**config.mk**
```make
export PLATFORM = sky130hd
export DESIGN_NAME = text_stream_visible_filter
export DESIGN_NICKNAME = d
export VERILOG_FILES = /design/src/hdl/tvf_pkg.sv /design/src/hdl/tvf_front.sv /design/src/hdl/tvf_queue.sv /design/src/hdl/tvf_back.sv /design/src/hdl/text_stream_visible_filter.sv
export SDC_FILE = /design/constraint.sdc
export NUM_CORES = 1
export LEC_CHECK = 0
export ABC_AREA = 0
export CORE_UTILIZATION = 57
export DETAILED_ROUTE_END_ITERATION = 6
export DONT_BUFFER_PORTS = 1
export PLACE_DENSITY_LB_ADDON = 0.15
export SKIP_LAST_GASP = 1
export SLEW_MARGIN = 0
export SYNTH_ARGS = -nofsm -noshare
export SYNTH_HDL_FRONTEND = slang
export SYNTH_SLANG_ARGS = --single-unit
```
**constraint.sdc**
```tcl
create_clock -name clock -period 3.5 [get_ports clock]
set_input_delay 0.875 -clock clock [delete_from_list [all_inputs] [get_ports clock]]
set_output_delay 0.875 -clock clock [all_outputs]
set_load 0.01 [all_outputs]
```
**src/hdl/tvf_pkg.sv**
```systemverilog
// ----------------------------------------------------------------------------
// tvf_pkg - shared types and constants of the visible text filter
// Option bit positions, character codes and the command that the front end
// hands to the expansion engine.
// ----------------------------------------------------------------------------
package tvf_pkg;

   // option_set bit positions
   localparam int OPT_NUMBER   = 0;
   localparam int OPT_NONBLANK = 1;
   localparam int OPT_ENDS     = 2;
   localparam int OPT_TABS     = 3;
   localparam int OPT_VISIBLE  = 4;
   localparam int OPT_SQUEEZE  = 5;
   localparam int OPT_WIDTH    = 6;

   // character codes
   localparam logic [7:0] CH_TAB    = 8'h09;
   localparam logic [7:0] CH_LF     = 8'h0A;
   localparam logic [7:0] CH_SPACE  = 8'h20;
   localparam logic [7:0] CH_DOLLAR = 8'h24;
   localparam logic [7:0] CH_DASH   = 8'h2D;
   localparam logic [7:0] CH_ZERO   = 8'h30;
   localparam logic [7:0] CH_QMARK  = 8'h3F;
   localparam logic [7:0] CH_I      = 8'h49;
   localparam logic [7:0] CH_M      = 8'h4D;
   localparam logic [7:0] CH_CARET  = 8'h5E;
   localparam logic [7:0] CH_DEL    = 8'h7F;
   localparam logic [7:0] HIGH_BIT  = 8'h80;
   localparam logic [7:0] LOW_MASK  = 8'h7F;
   localparam logic [7:0] CTRL_TOP  = 8'h20;
   localparam logic [7:0] CARET_OR  = 8'h40;

   // queue between front end and expansion engine
   localparam int QUEUE_DEPTH = 4;
   localparam int QUEUE_AW    = 2;
   localparam int QUEUE_CW    = 3;

   // tail of one item: up to four bytes after the optional line number
   typedef struct packed {
      logic            has_num;
      logic [1:0]      tail_last;
      logic [3:0][7:0] tail;
   } cmd_type;

   localparam int CMD_WIDTH = $bits(cmd_type);

endpackage

```
**src/hdl/tvf_front.sv**
```systemverilog
// ----------------------------------------------------------------------------
// tvf_front - byte classifier and line state
// Keeps the mid-line flag, the blank-line flag and the BCD line counter,
// drops squeezed newlines and turns each other byte into an expansion command.
// ----------------------------------------------------------------------------
module tvf_front #(
   parameter int COUNT_DIGITS = 6
) (
   input  logic                            clock,
   input  logic                            reset,
   input  logic                            csr_wr_en,
   input  logic [tvf_pkg::OPT_WIDTH-1:0]   csr_wr_data,
   input  logic                            in_take,
   input  logic [7:0]                      in_byte,
   output logic                            push,
   output tvf_pkg::cmd_type                push_cmd,
   output logic [4*COUNT_DIGITS-1:0]       push_digits
);
   import tvf_pkg::*;

   localparam int CW = 4 * COUNT_DIGITS;

   logic [OPT_WIDTH-1:0] option_ff;
   logic                 mid_line_ff, mid_line_in;
   logic                 blank_ff, blank_in;
   logic [CW-1:0]        count_ff, count_in;
   logic [CW-1:0]        count_inc;
   logic                 want_num;
   logic                 keep;
   logic [7:0]           low7;
   logic [7:0]           b0, b1;
   logic                 two_ch;
   cmd_type              cmd;

   // saturating BCD increment: a digit moves when all lower digits are nine
   always_comb begin
      logic lower_nine;
      logic all_nine;
      lower_nine = 1'b1;
      all_nine   = 1'b1;
      count_inc  = count_ff;
      for (int i = 0; i < COUNT_DIGITS; i++) begin
         if (count_ff[4*i +: 4] != 4'd9) all_nine = 1'b0;
      end
      for (int i = 0; i < COUNT_DIGITS; i++) begin
         if (lower_nine) begin
            if (count_ff[4*i +: 4] >= 4'd9) count_inc[4*i +: 4] = 4'd0;
            else count_inc[4*i +: 4] = count_ff[4*i +: 4] + 4'd1;
         end
         lower_nine = lower_nine && (count_ff[4*i +: 4] == 4'd9);
      end
      if (all_nine) count_inc = count_ff;
   end

   // caret notation of the low seven bits
   always_comb begin
      low7   = in_byte & LOW_MASK;
      two_ch = 1'b1;
      b1     = CH_QMARK;
      b0     = CH_CARET;
      if (low7 < CTRL_TOP) begin
         b1 = low7 | CARET_OR;
      end else if (low7 == CH_DEL) begin
         b1 = CH_QMARK;
      end else begin
         b0     = low7;
         b1     = 8'h00;
         two_ch = 1'b0;
      end
   end

   // classify the byte and build its command
   always_comb begin
      mid_line_in   = mid_line_ff;
      blank_in      = blank_ff;
      want_num      = 1'b0;
      keep          = 1'b1;
      cmd.tail      = '0;
      cmd.tail_last = 2'd0;
      if (in_byte != CH_LF) begin
         want_num    = option_ff[OPT_NUMBER] && !mid_line_ff;
         mid_line_in = 1'b1;
         blank_in    = 1'b0;
         if (in_byte == CH_TAB) begin
            if (option_ff[OPT_TABS]) begin
               cmd.tail[0]   = CH_CARET;
               cmd.tail[1]   = CH_I;
               cmd.tail_last = 2'd1;
            end else begin
               cmd.tail[0] = CH_TAB;
            end
         end else if (option_ff[OPT_VISIBLE]) begin
            if ((in_byte & HIGH_BIT) != 8'h00) begin
               cmd.tail[0]   = CH_M;
               cmd.tail[1]   = CH_DASH;
               cmd.tail[2]   = b0;
               cmd.tail[3]   = b1;
               cmd.tail_last = two_ch ? 2'd3 : 2'd2;
            end else begin
               cmd.tail[0]   = b0;
               cmd.tail[1]   = b1;
               cmd.tail_last = two_ch ? 2'd1 : 2'd0;
            end
         end else begin
            cmd.tail[0] = in_byte;
         end
      end else if (blank_ff && option_ff[OPT_SQUEEZE]) begin
         keep = 1'b0;
      end else begin
         if (!mid_line_ff) begin
            blank_in = 1'b1;
            want_num = option_ff[OPT_NUMBER] && !option_ff[OPT_NONBLANK];
         end
         mid_line_in = 1'b0;
         if (option_ff[OPT_ENDS]) begin
            cmd.tail[0]   = CH_DOLLAR;
            cmd.tail[1]   = CH_LF;
            cmd.tail_last = 2'd1;
         end else begin
            cmd.tail[0] = CH_LF;
         end
      end
      cmd.has_num = want_num;
      count_in    = want_num ? count_inc : count_ff;
   end

   assign push        = in_take && keep;
   assign push_cmd    = cmd;
   assign push_digits = count_in;

   // hold options and line state
   always_ff @(posedge clock) begin
      if (reset) begin
         option_ff   <= '0;
         mid_line_ff <= 1'b0;
         blank_ff    <= 1'b0;
         count_ff    <= '0;
      end else begin
         if (csr_wr_en) option_ff <= csr_wr_data;
         if (in_take) begin
            mid_line_ff <= mid_line_in;
            blank_ff    <= blank_in;
            count_ff    <= count_in;
         end
      end
   end

endmodule

```
**src/hdl/tvf_queue.sv**
```systemverilog
// ----------------------------------------------------------------------------
// tvf_queue - short command queue
// Decouples the front end from the expansion engine so that each side can
// stall on its own.
// ----------------------------------------------------------------------------
module tvf_queue #(
   parameter int DATA_WIDTH = 8
) (
   input  logic                  clock,
   input  logic                  reset,
   input  logic                  push,
   input  logic [DATA_WIDTH-1:0] push_data,
   output logic                  not_full,
   input  logic                  pop,
   output logic                  pop_valid,
   output logic [DATA_WIDTH-1:0] pop_data
);
   import tvf_pkg::*;

   logic [DATA_WIDTH-1:0] slot_ff [QUEUE_DEPTH];
   logic [QUEUE_AW-1:0]   wr_ptr_ff, rd_ptr_ff;
   logic [QUEUE_CW-1:0]   count_ff, count_in;

   assign not_full  = (count_ff != QUEUE_CW'(QUEUE_DEPTH));
   assign pop_valid = (count_ff != '0);
   assign pop_data  = slot_ff[rd_ptr_ff];

   // track fill level
   always_comb begin
      count_in = count_ff;
      if (push && !pop) count_in = count_ff + QUEUE_CW'(1);
      else if (pop && !push) count_in = count_ff - QUEUE_CW'(1);
   end

   // store entries
   always_ff @(posedge clock) begin
      if (push) slot_ff[wr_ptr_ff] <= push_data;
   end

   // advance pointers
   always_ff @(posedge clock) begin
      if (reset) begin
         wr_ptr_ff <= '0;
         rd_ptr_ff <= '0;
         count_ff  <= '0;
      end else begin
         if (push) wr_ptr_ff <= wr_ptr_ff + QUEUE_AW'(1);
         if (pop) rd_ptr_ff <= rd_ptr_ff + QUEUE_AW'(1);
         count_ff <= count_in;
      end
   end

endmodule

```
**src/hdl/tvf_back.sv**
```systemverilog
// ----------------------------------------------------------------------------
// tvf_back - expansion engine
// Plays out one command a byte per unstalled cycle: the line number digits
// with leading blanks and a tab, then the tail bytes, into an output register.
// ----------------------------------------------------------------------------
module tvf_back #(
   parameter int COUNT_DIGITS = 6
) (
   input  logic                        clock,
   input  logic                        reset,
   input  logic                        q_valid,
   input  tvf_pkg::cmd_type            q_cmd,
   input  logic [4*COUNT_DIGITS-1:0]   q_digits,
   output logic                        q_pop,
   output logic                        rsp_tvalid,
   input  logic                        rsp_tready,
   output logic [7:0]                  rsp_tdata,
   output logic                        rsp_tlast
);
   import tvf_pkg::*;

   localparam int CW = 4 * COUNT_DIGITS;
   localparam int IW = $clog2(COUNT_DIGITS + 1);

   cmd_type       cur_ff;
   logic [CW-1:0] digits_ff;
   logic          cur_valid_ff;
   logic          in_num_ff;
   logic          leading_ff;
   logic [IW-1:0] idx_ff;
   logic [1:0]    tail_idx_ff;
   logic          out_valid_ff;
   logic [7:0]    out_data_ff;
   logic          out_last_ff;

   logic          out_free;
   logic          step;
   logic          last;
   logic          load;
   logic          at_tab;
   logic [3:0]    sel_digit;
   logic          sel_units;
   logic          is_space;
   logic [7:0]    cur_byte;

   assign out_free = !out_valid_ff || rsp_tready;
   assign step     = cur_valid_ff && out_free;
   assign at_tab   = (idx_ff == IW'(COUNT_DIGITS));
   assign last     = !in_num_ff && (tail_idx_ff == cur_ff.tail_last);
   assign load     = q_valid && (!cur_valid_ff || (step && last));
   assign q_pop    = load;

   // pick the digit for the current column, most significant first
   always_comb begin
      sel_digit = 4'd0;
      sel_units = 1'b0;
      for (int i = 0; i < COUNT_DIGITS; i++) begin
         if (idx_ff == IW'(COUNT_DIGITS - 1 - i)) begin
            sel_digit = digits_ff[4*i +: 4];
            sel_units = (i == 0);
         end
      end
   end

   // select the byte to send
   always_comb begin
      is_space = leading_ff && (sel_digit == 4'd0) && !sel_units;
      if (in_num_ff) begin
         if (at_tab) cur_byte = CH_TAB;
         else if (is_space) cur_byte = CH_SPACE;
         else cur_byte = CH_ZERO | {4'd0, sel_digit};
      end else begin
         cur_byte = cur_ff.tail[tail_idx_ff];
      end
   end

   // sequence through the current command
   always_ff @(posedge clock) begin
      if (reset) begin
         cur_valid_ff <= 1'b0;
         in_num_ff    <= 1'b0;
         leading_ff   <= 1'b1;
         idx_ff       <= '0;
         tail_idx_ff  <= '0;
      end else if (load) begin
         cur_valid_ff <= 1'b1;
         in_num_ff    <= q_cmd.has_num;
         leading_ff   <= 1'b1;
         idx_ff       <= '0;
         tail_idx_ff  <= '0;
      end else if (step) begin
         if (in_num_ff) begin
            if (at_tab) begin
               in_num_ff <= 1'b0;
            end else begin
               idx_ff <= idx_ff + IW'(1);
               if (!is_space) leading_ff <= 1'b0;
            end
         end else if (last) begin
            cur_valid_ff <= 1'b0;
         end else begin
            tail_idx_ff <= tail_idx_ff + 2'd1;
         end
      end
   end

   // hold command payload
   always_ff @(posedge clock) begin
      if (load) begin
         cur_ff    <= q_cmd;
         digits_ff <= q_digits;
      end
   end

   // output register
   always_ff @(posedge clock) begin
      if (reset) begin
         out_valid_ff <= 1'b0;
      end else if (out_free) begin
         out_valid_ff <= step;
      end
   end

   always_ff @(posedge clock) begin
      if (out_free) begin
         out_data_ff <= cur_byte;
         out_last_ff <= last;
      end
   end

   assign rsp_tvalid = out_valid_ff;
   assign rsp_tdata  = out_data_ff;
   assign rsp_tlast  = out_last_ff;

endmodule

```
**src/hdl/text_stream_visible_filter.sv**
```systemverilog
// ----------------------------------------------------------------------------
// text_stream_visible_filter - text filter in the manner of cat -nbETvs
// Numbers lines, marks line ends, shows tabs and nonprinting bytes and
// squeezes runs of blank lines, one input byte per transfer.
//
//   channel | direction | tdata                   | tlast
//   req     | in        | [7:0] in_byte           | -
//   rsp     | out       | [7:0] out_byte          | last_of_run
//   csr     | in        | [5:0] option_set        | -
//
// An input byte is taken every cycle while the four-entry command queue has
// room; its output bytes (1 to COUNT_DIGITS+5) leave the expansion engine
// one per cycle while rsp_tready is high, the sustained output rate.
// The first output passes the queue slot, the command and output registers.
// A squeezed newline produces no output transfer.
// Synchronous reset clears the line state, the counter and the options.
// rsp_tready low stalls only the engine; the queue takes input while not full.
// ----------------------------------------------------------------------------
module text_stream_visible_filter #(
   parameter int COUNT_DIGITS = 6
) (
   input  logic                          clock,
   input  logic                          reset,
   input  logic                          csr_wr_en,
   input  logic [tvf_pkg::OPT_WIDTH-1:0] csr_wr_data,   // [5:0] option_set
   input  logic                          req_tvalid,
   output logic                          req_tready,
   input  logic [7:0]                    req_tdata,     // [7:0] in_byte
   output logic                          rsp_tvalid,
   input  logic                          rsp_tready,
   output logic [7:0]                    rsp_tdata,     // [7:0] out_byte
   output logic                          rsp_tlast
);
   import tvf_pkg::*;

   localparam int CW = 4 * COUNT_DIGITS;
   localparam int QW = CMD_WIDTH + CW;

   logic          in_take;
   logic          push;
   cmd_type       push_cmd;
   logic [CW-1:0] push_digits;
   logic          q_ready;
   logic          q_valid;
   logic          q_pop;
   logic [QW-1:0] q_data;
   cmd_type       q_cmd;
   logic [CW-1:0] q_digits;

   assign req_tready = q_ready;
   assign in_take    = req_tvalid && q_ready;
   assign q_cmd      = cmd_type'(q_data[QW-1:CW]);
   assign q_digits   = q_data[CW-1:0];

   tvf_front #(.COUNT_DIGITS(COUNT_DIGITS)) u_front (
      .clock       (clock),
      .reset       (reset),
      .csr_wr_en   (csr_wr_en),
      .csr_wr_data (csr_wr_data),
      .in_take     (in_take),
      .in_byte     (req_tdata),
      .push        (push),
      .push_cmd    (push_cmd),
      .push_digits (push_digits)
   );

   tvf_queue #(.DATA_WIDTH(QW)) u_queue (
      .clock     (clock),
      .reset     (reset),
      .push      (push),
      .push_data ({push_cmd, push_digits}),
      .not_full  (q_ready),
      .pop       (q_pop),
      .pop_valid (q_valid),
      .pop_data  (q_data)
   );

   tvf_back #(.COUNT_DIGITS(COUNT_DIGITS)) u_back (
      .clock      (clock),
      .reset      (reset),
      .q_valid    (q_valid),
      .q_cmd      (q_cmd),
      .q_digits   (q_digits),
      .q_pop      (q_pop),
      .rsp_tvalid (rsp_tvalid),
      .rsp_tready (rsp_tready),
      .rsp_tdata  (rsp_tdata),
      .rsp_tlast  (rsp_tlast)
   );

endmodule

```
==> results.tsv, run 1 <==
metric	value	unit
TritonCTS buffer count	35	
routed len/inst	22.1	um
Synth Flop Type	edfxtp_1	
die area	25300	um2
synthesized area	14100	um2
Slew Limit Headroom	40.8	%
Critical Path End Type	flip-flop	
Initial Util	58.1	%
end-of-flow core utilization	64.5	%
DRT Wirelength	28100	um
CP Cell Sequence	buf_4, xor2_1, o41ai_1, nand2b_1, ha_1, inv_1, fa_1, xor2_1, or3_1, a21oi_1	
Via Count	7902	
clock transition at the registers of the reported paths	0.06	ns
critical path class	reg2reg	
Min-Delay Path Class	in2reg	
RSZ-0062 raised after global routing	no	
initial antenna violation count	0	
ratio of cells with drive above 1 in the final layout	15.9	%
LEAKAGE	0.00526	uW
ys async rst share	0	%
post-CTS setup buffer count	0	
DRT Pass-1 Iters	5	
Remaining Overflow, GRT	0	
Seq/Total Area, Yosys	68.5	%
worst slack, placed	0.517	ns
Setup Skew	0.0167	ns
H-tree depth	2	
DR DRC count	0	
PortBufs	0	
routability cong.	0.873	
CTS Sinks	338	
slowest cell delay on critical path	0.39	ns
hold violation count in the final report	0	
crit-path leading delay family	adder cells	
clk root buf	clkbuf_16	
number of synthesized register bits	338	
cts repair resizes	0	
worst hold slack	0.438	ns
core box area	24200	um2
Placed Instances	1207	
Non-Filler Instances	1270	
run status	completed	
Worst path slowest cell	fa_1	
startpoint types	flip-flop	
ratio of routed vias to standard cells	6.22	
Setup WS post-layout	0.797	ns
Nets	968	
final setup TNS	0	ns
worst path buffer plus inverter count	2	
drt initial violations	777	
Setup violations, final	0	
crit share post-route	77.2	%
Slew Limit Fails	0	
Peak VDD IR	0.474	mV
Netlist cell types	68	
post-route antenna net violation count	0	
Worst Path Arrival	3.14	ns
CTS tree	built	
first-pass GRT wire length	43800	um
synthesis-to-layout area growth	11.1	%
Die W	159	um
Yosys warning total	0	
GRT Overall Usage	22.6	%
die outline height	159	um
Synth Net Count	945	
EDFF count, synth	288	
min Tclk post-route	2.70	ns
clk buf depth	3	
Synth Instances	897	
I/O pins	30	
power per cell area	711	nW/um2
Slew @ Worst Pin	0.888	ns
crit path max fanout	11	
Clock Latency Late Sink	0.51	ns
fmax	370	MHz
HPWL Detailed	18000	um
row count	57	
Max-Cap Viols	0	
critical path required time	3.94	ns
vias in the first global route	7781	
largest net degree at the start of global routing	57	
most frequent cell on the critical path	xor2_1	
syn_area_per_cell	15.7	um2
hold_buf cts	0	
cells in the final DEF (no fill, tap or decap), types with 3 or more instances in the layout:
cell type and instances:
nand3b_1 8, mux2_2 3, nor2b_1 6, clkbuf_16 36, buf_12 4, o21ai_0 37
a211oi_1 10, buf_4 13, clkbuf_1 9, nand4_1 6, nand2_1 58, nand2b_1 11
a21oi_1 53, dfxtp_1 48, mux4_2 63, nor2_1 77, nor3b_1 4, nor3_1 6
edfxtp_1 288, ha_1 28, o221ai_1 4, and4_1 4, clkinv_1 7, inv_1 29
xnor2_1 3, and2_2 4, xor2_1 5, or2_2 3, clkinv_2 4, and2_1 5
mux2i_1 14, nand3_1 9, o31ai_1 9, a21o_1 5, or3_1 3, and3_1 11
o31a_1 4, and3b_1 6
synth_stat cells, drive strengths merged, types with 11 or more instances:
cell type | instances | area [um2]
edfxtp | 288 | 8650
nor2 | 78 | 300
mux4 | 63 | 1420
nand2 | 59 | 224
a21oi | 53 | 265
dfxtp | 50 | 1000
o21ai | 38 | 194
inv | 30 | 113
ha | 28 | 350
clkbuf | 23 | 87.6
mux2i | 14 | 140
and3 | 11 | 68.8
nand2b | 11 | 68.8
power by group:
part           total, uW  internal, uW  switching (uW)  leakage, uW
Sequential          5690          5310             377      0.00314
Clock               3530          2080            1450     0.000535
Combinational       1910           847            1070      0.00158
path summary, 6_finish.rpt:
check                           slack [ns]                  end  depth (start not counted)                  start
worst max-delay path                  0.80  u_queue.count_ff[2]                         10  u_back.tail_idx_ff[1]
worst min-delay path                  0.44  u_front.count_ff[5]                          1                  reset
worst max register to register        0.80  u_queue.count_ff[2]                         10  u_back.tail_idx_ff[1]
worst min register to register        0.48  u_front.count_ff[1]                          2    u_front.count_ff[1]
final cells by class:
class / instances / area [um2]
Sequential cell: 338 / 9650
Fill cell: 1657 / 8600
Multi-Input combinational cell: 498 / 4210
Clock buffer: 47 / 962
Tap cell: 324 / 405
Timing Repair Buffer: 17 / 178
Clock inverter: 15 / 131
Inverter: 30 / 113
Antenna cell: 1 / 2.50
state kept, by name (all words and copies together) (netlist names), named ones only:
| register | count |
|---|---|
| u_front.count_ff | 24 |
| u_queue.wr_ptr_ff | 2 |
| u_back.digits_ff | 24 |
| u_back.rsp_tvalid | 1 |
| u_back.cur_ff | 31 |
| u_back.rsp_tdata | 8 |
| u_front.mid_line_ff | 1 |
| u_back.idx_ff | 3 |
| u_back.rsp_tlast | 1 |
| u_queue.rd_ptr_ff | 2 |
| u_queue.count_ff | 3 |
| u_front.blank_ff | 1 |
| u_front.option_ff | 6 |
| u_back.leading_ff | 1 |
| u_back.cur_valid_ff | 1 |
| u_back.in_num_ff | 1 |
| u_queue.slot_ff | 224 |
| u_back.tail_idx_ff | 2 |
metrics by stage:
stage          cell area, um2  total power, uW
4_1_cts                 15600            11200
2_1_floorplan           14100             7030
6_report                15700            11100
5_1_grt                 15600            11600
3_3_place_gp            14600             7630
3_5_place_dp            14600             7710
routing by layer:
metal	routed length [um]	track usage, %	up-vias
met1	12700	33.1	4014
met5	0	0	-
met3	1690	3.52	36
li1	-	-	3535
met2	13300	35.8	317
met4	406	6.08	0
cell families after synthesis:
group	count (synthesis)	synth area share [%]
and+or+nand+nor	235	8.72
buffers and inverters	61	1.70
adders and majority gates	29	2.63
xor gates and xnor gates	8	0.497
muxes	80	11.3
DFF	338	68.5
AOI/OAI and AO/OA	146	6.66
worst register-to-register path: stages (launching register included):
cell,delay [ns]
dfxtp_1,0.30
buf_4,0.22
xor2_1,0.31
o41ai_1,0.13
nand2b_1,0.29
ha_1,0.29
inv_1,0.08
fa_1,0.39
xor2_1,0.18
or3_1,0.31
a21oi_1,0.15
Note: power is estimated with default switching activity, not from simulation.
==> run 2: changes to the inputs <==
ABC_AREA = 1   (was 0)
CORE_UTILIZATION = 63   (was 57)
clock period = 2.5 ns   (was 3.5 ns; I/O delays follow)
==> results.tsv, run 2 <==
metric	value	unit	change
DR DRC count	0		unchanged
slowest cell delay on critical path	0.64	ns	+0.25 ns
Worst Path Arrival	2.46	ns	-0.68 ns
Worst R2R Start	u_queue.count_ff[0]		
Largest regs	u_queue.slot_ff: 224 flops, u_back.cur_ff: 31 flops		
commonest non-fill, non-tap cell in the layout	edfxtp_1		
Min-Delay Startpoint	reset		
ratio of cells with drive above 1 in the final layout	10.3	%	-5.6 points
syn_area_per_cell	11.0	um2	-30%
synthesized area	14500	um2	+2.8%
number of synthesized register bits	338		unchanged
power per cell area	1070	nW/um2	+50%
critical path required time	2.68	ns	-1.26 ns
die outline height	154	um	-3.5%
Nets	1375		+42%
EDFF count, synth	288		unchanged
Remaining Overflow, GRT	0		unchanged
Slew Limit Fails	0		unchanged
hold violation count in the final report	0		unchanged
Setup WS post-layout	0.219	ns	-0.578 ns
commonest non-fill, non-tap cells in the layout	edfxtp_1, nor2_1, o21ai_0, nand2_1, inv_1		
fmax	438	MHz	+18%
worst r2r path cells	8		-2
clock transition at the registers of the reported paths	0.06	ns	about the same
Synth Instances	1314		+46%
CTS Sinks	338		unchanged
Peak VDD IR	0.544	mV	+15%
routability cong.	0.930		+6.5%
Worst Hold Depth	1		unchanged
post-CTS setup buffer count	0		unchanged
main area contributors after synthesis	edfxtp_1, dfxtp_1, o21ai_0, nor2_1, nand2_1		
ratio of routed vias to standard cells	5.94		-4.6%
Slew @ Worst Pin	0.842	ns	-0.0457 ns
Worst path depth	8		-2
Max-Cap Viols	0		unchanged
first-pass GRT wire length	46700	um	+6.6%
Biggest register	u_queue.slot_ff		
DRT Wirelength	29900	um	+6.4%
startpoint types	flip-flop		
crit share post-route	91.2	%	+14 points
Yosys warning total	0		unchanged
TritonCTS buffer count	34		-2.9%
area leader, netlist	edfxtp_1		
Netlist cell types	44		-35%
Placed Instances	1576		+31%
routed len/inst	18.3	um	-17%
core box area	22600	um2	-6.9%
worst slack, placed	0.0670	ns	-0.450 ns
post-route antenna net violation count	0		unchanged
LEAKAGE	0.00626	uW	+19%
Antenna diodes	0		-1
GRT Overall Usage	25.7	%	+3.0 points
die area	23600	um2	-6.9%
vias in the first global route	8996		+16%
Critical Path Start	u_queue.count_ff[0]		
PortBufs	0		unchanged
placed cell areas	15100	um2	+3.5%
HPWL Detailed	18600	um	+3.2%
most frequent cell on the critical path	inv_1		
cts repair resizes	0		unchanged
final setup TNS	0	ns	unchanged
H-tree depth	2		unchanged
Via Count	9712		+23%
row count	55		-3.5%
ys async rst share	0	%	unchanged
Initial Util	64.2	%	+6.1 points
initial antenna violation count	0		unchanged
Synth top area share	59.7	%	-1.7 points
Commonest cells post-synth	edfxtp_1, nor2_1, o21ai_0		
Setup violations, final	0		unchanged
Die W	154	um	-3.5%
min Tclk post-route	2.28	ns	-0.422 ns
critical path class	reg2reg		
crit path max fanout	33		+22
max reg flops	224		unchanged
DRT Pass-1 Iters	7		+2
Synth Net Count	1362		+44%
Slew Limit Headroom	43.7	%	+2.9 points
crit-path leading delay family	simple AND/OR/NAND/NOR gates		
run status	completed		
most frequent cell after synthesis	edfxtp_1		
RSZ-0062 raised after global routing	no		
clk buf depth	3		unchanged
Synth Flop Type	edfxtp_1		
Setup Skew	0.0254	ns	+0.00863 ns
Worst path slowest cell	nor2_4		
R2R Setup Slk	0.22	ns	-0.58 ns
Min-Delay Path Class	in2reg		
drt initial violations	1074		+38%
largest net degree at the start of global routing	89		+56%
Seq/Total Area, Yosys	66.6	%	-1.9 points
worst path buffer plus inverter count	4		+2
Non-Filler Instances	1636		+29%
hold_buf cts	0		unchanged
CTS tree	built		
Critical Path End Type	flip-flop		
clk root buf	clkbuf_16		
Clock Latency Late Sink	0.51	ns	about the same
Post-Layout Inst Area	16100	um2	+3.2%
synthesis-to-layout area growth	11.5	%	
CP Cell Sequence	inv_1, nand3_1, nand2_1, inv_1, o21ai_2, buf_4, nor2_4, buf_12		
I/O pins	30		unchanged
[run 2: per-layer routing]
metal | global-route usage (%) | routed length (um) | vias up
met4 | 6.43 | 396 | 0
li1 | - | - | 4626
met1 | 38.1 | 13200 | 4625
met3 | 3.78 | 2510 | 41
met5 | 0 | 0 | -
met2 | 40.2 | 13800 | 420
[run 2: cell type report]
cell class	instances	area [um2]
sequential	338	9650
multi-input combinational	790	4200
tap	285	357
inverter	129	487
timing repair buffer	34	368
clock buffer	50	982
fill	1538	6420
clock inverter	10	104
[run 2: cell families (layout without fill, tap and decap cells)]
kind of cell,count (synthesis),count (layout),synth area share [%]
mux,1,1,0.0777
compound gates,334,334,12.4
fa+ha+maj,29,29,2.56
flops,338,338,66.6
xor+xnor,11,11,0.665
simple gates,415,415,12.6
buf+inv,186,223,5.04
[run 2: where the power goes]
part / total [uW] / internal (uW) / switching [uW]
clock: 4930 / 2930 / 2000
combinational: 4080 / 1270 / 2820
sequential: 8230 / 7680 / 542
total: 17200 / 11900 / 5360
[run 2: worst paths after layout]
kind                                              end
worst max-delay path            u_queue.slot_ff[1][5]
worst min-delay path              u_front.mid_line_ff
worst max register to register  u_queue.slot_ff[1][5]
worst min register to register   u_front.option_ff[0]
[run 2: metrics by stage]
stage                     util [%]  hold slack, ns  total power (uW)
after global placement        66.7           0.441             12200
after floorplan                  -           0.419             10900
after CTS                     71.5           0.165             17300
after detailed placement      66.7           0.441             12400
final                         71.5           0.184             17200
after global routing          71.5           0.174             18100
==> run 3: changes to the inputs <==
ABC_AREA = not set   (was 1)
==> results.tsv, run 3 (synthesis results as in run 1) <==
metric	value	unit	change
Setup violations, final	0		unchanged
Setup Skew	0.0114	ns	-0.0139 ns
commonest non-fill, non-tap cell in the layout	edfxtp_1		
ratio of cells with drive above 1 in the final layout	19.8	%	+9.5 points
run status	completed		
sw frac	26.2	%	-4.9 points
critical path required time	2.71	ns	+0.03 ns
Worst Path Arrival	2.68	ns	+0.22 ns
power per cell area	997	nW/um2	-6.6%
sequential fraction of design power	50.2	%	+2.5 points
Antenna diodes	0		unchanged
LEAKAGE	0.00538	uW	-14%
slowest cell delay on critical path	0.60	ns	-0.04 ns
crit-path leading delay family	compound AO/OA/AOI/OAI gates		
max reg flops	224		unchanged
ratio of routed vias to standard cells	6.46		+8.8%
Nets	990		-28%
Die W	152	um	-1.4%
Biggest register	u_queue.slot_ff		
min Tclk post-route	2.47	ns	+0.187 ns
crit path max fanout	5		-85%
TritonCTS buffer count	35		+2.9%
HPWL Detailed	18300	um	-1.6%
row count	54		-1.8%
core box area	21900	um2	-3.0%
end-of-flow core utilization	72.6	%	+1.0 points
Setup WS post-layout	0.0326	ns	-0.187 ns
total power	15800	uW	-8.1%
Largest regs	u_queue.slot_ff: 224 flops, u_back.cur_ff: 31 flops		
drt initial violations	755		-30%
clk buf depth	3		unchanged
Via Count	8053		-17%
startpoint types	flip-flop		
first-pass GRT wire length	44600	um	-4.4%
GRT Overall Usage	26.4	%	+0.71 points
Worst path slowest cell	o21ai_0		
Min-Delay Path Class	in2reg		
Clock Latency Late Sink	0.50	ns	about the same
Slew @ Worst Pin	0.739	ns	-0.104 ns
hold violation count in the final report	0		unchanged
Critical Path End Type	flip-flop		
final setup TNS	0	ns	unchanged
PortBufs	0		unchanged
worst slack, placed	-0.0506	ns	-0.118 ns
DRT Wirelength	29200	um	-2.2%
Logic pwr share	18.9	%	-4.8 points
Peak VDD IR	0.584	mV	+7.3%
post-route antenna net violation count	0		unchanged
synthesis-to-layout area growth	12.7	%	
Slew Limit Headroom	50.4	%	+6.7 points
FILL cells	1305		-15%
die outline height	152	um	-1.4%
clk root buf	clkbuf_16		
CTS Sinks	338		unchanged
net switching power	4150	uW	-23%
CP Cell Sequence	inv_1, ha_1, and3b_1, and4_1, a21boi_4, nand3_1, o21ai_0		
fmax	405	MHz	-7.6%
clock transition at the registers of the reported paths	0.06	ns	about the same
commonest non-fill, non-tap cells in the layout	edfxtp_1, nor2_1, mux4_2, nand2_1, a21oi_1		
H-tree depth	2		unchanged
post-CTS setup buffer count	0		unchanged
Initial Util	64.4	%	+0.18 points
I/O pins	30		unchanged
placed cell areas	14800	um2	-2.0%
Post-Layout Inst Area	15900	um2	-1.6%
DR DRC count	0		unchanged
initial antenna violation count	0		unchanged
Remaining Overflow, GRT	0		unchanged
Slew Limit Fails	0		unchanged
worst path buffer plus inverter count	1		-3
part of the power in the clock network	30.9	%	+2.3 points
DRT Pass-1 Iters	5		-2
CTS tree	built		
Max-Cap Viols	0		unchanged
vias in the first global route	7985		-11%
largest net degree at the start of global routing	57		-36%
routability cong.	0.952		+2.4%
Int Pwr	11700	uW	-1.6%
crit share post-route	98.7	%	+7.5 points
routed len/inst	23.4	um	+28%
critical path class	reg2reg		
die area	23000	um2	-2.7%
run 3: changes by cell type in the layout (fill, tap and decap cells not counted), sizes merged, moves of 14 or more:
cell / delta
nor2: -117
o22ai: -60
nand3: -29
nand2: -87
o21ai: -164
mux2i: +14
inv: -99
mux4: +63
run 3: layout make-up:
class	count	area, um2	share of cell area, %
Multi-Input combinational cell	498	4270	26.9
Sequential cell	338	9660	60.8
Timing Repair Buffer	39	405	2.55
Clock inverter	9	82.6	0.520
Tap cell	280	350	2.21
Inverter	30	116	0.733
Clock buffer	53	1000	6.32
run 3: power by group through the flow:
stage	Combinational, uW	Clock, uW	Sequential, uW
after global routing	3210	5190	8060
after detailed placement	2950	0	8040
after floorplan	2050	0	7810
after global placement	2870	0	7970
final	2990	4900	7950
after CTS	3000	4980	7940
run 3: through the flow:
step                      cells  hold slack (ns)
after CTS                  1247            0.165
after floorplan             897            0.453
final                      1247            0.196
after global placement     1185            0.457
after detailed placement   1185            0.463
after global routing       1247            0.184
run 3: per-layer routing:
metal | wire, um | global-route usage, %
met4 | 511 | 6.14
met3 | 1960 | 4.49
met2 | 14200 | 42.0
met5 | 0 | 0
met1 | 12600 | 38.4
run 3: worst paths after layout:
kind,start,end,slack (ns),depth (start not counted)
setup reg to reg,u_front.count_ff[5],u_queue.slot_ff[0][13],0.03,7
hold / removal,reset,u_front.count_ff[4],0.20,1
setup / recovery,u_front.count_ff[5],u_queue.slot_ff[0][13],0.03,7
hold reg to reg,u_front.count_ff[1],u_front.count_ff[1],0.47,2
run 3: timing repair:
item,in CTS,in global routing
hold buffers,0,0
endpoints found under the setup margin,0,34
resized for setup,0,13
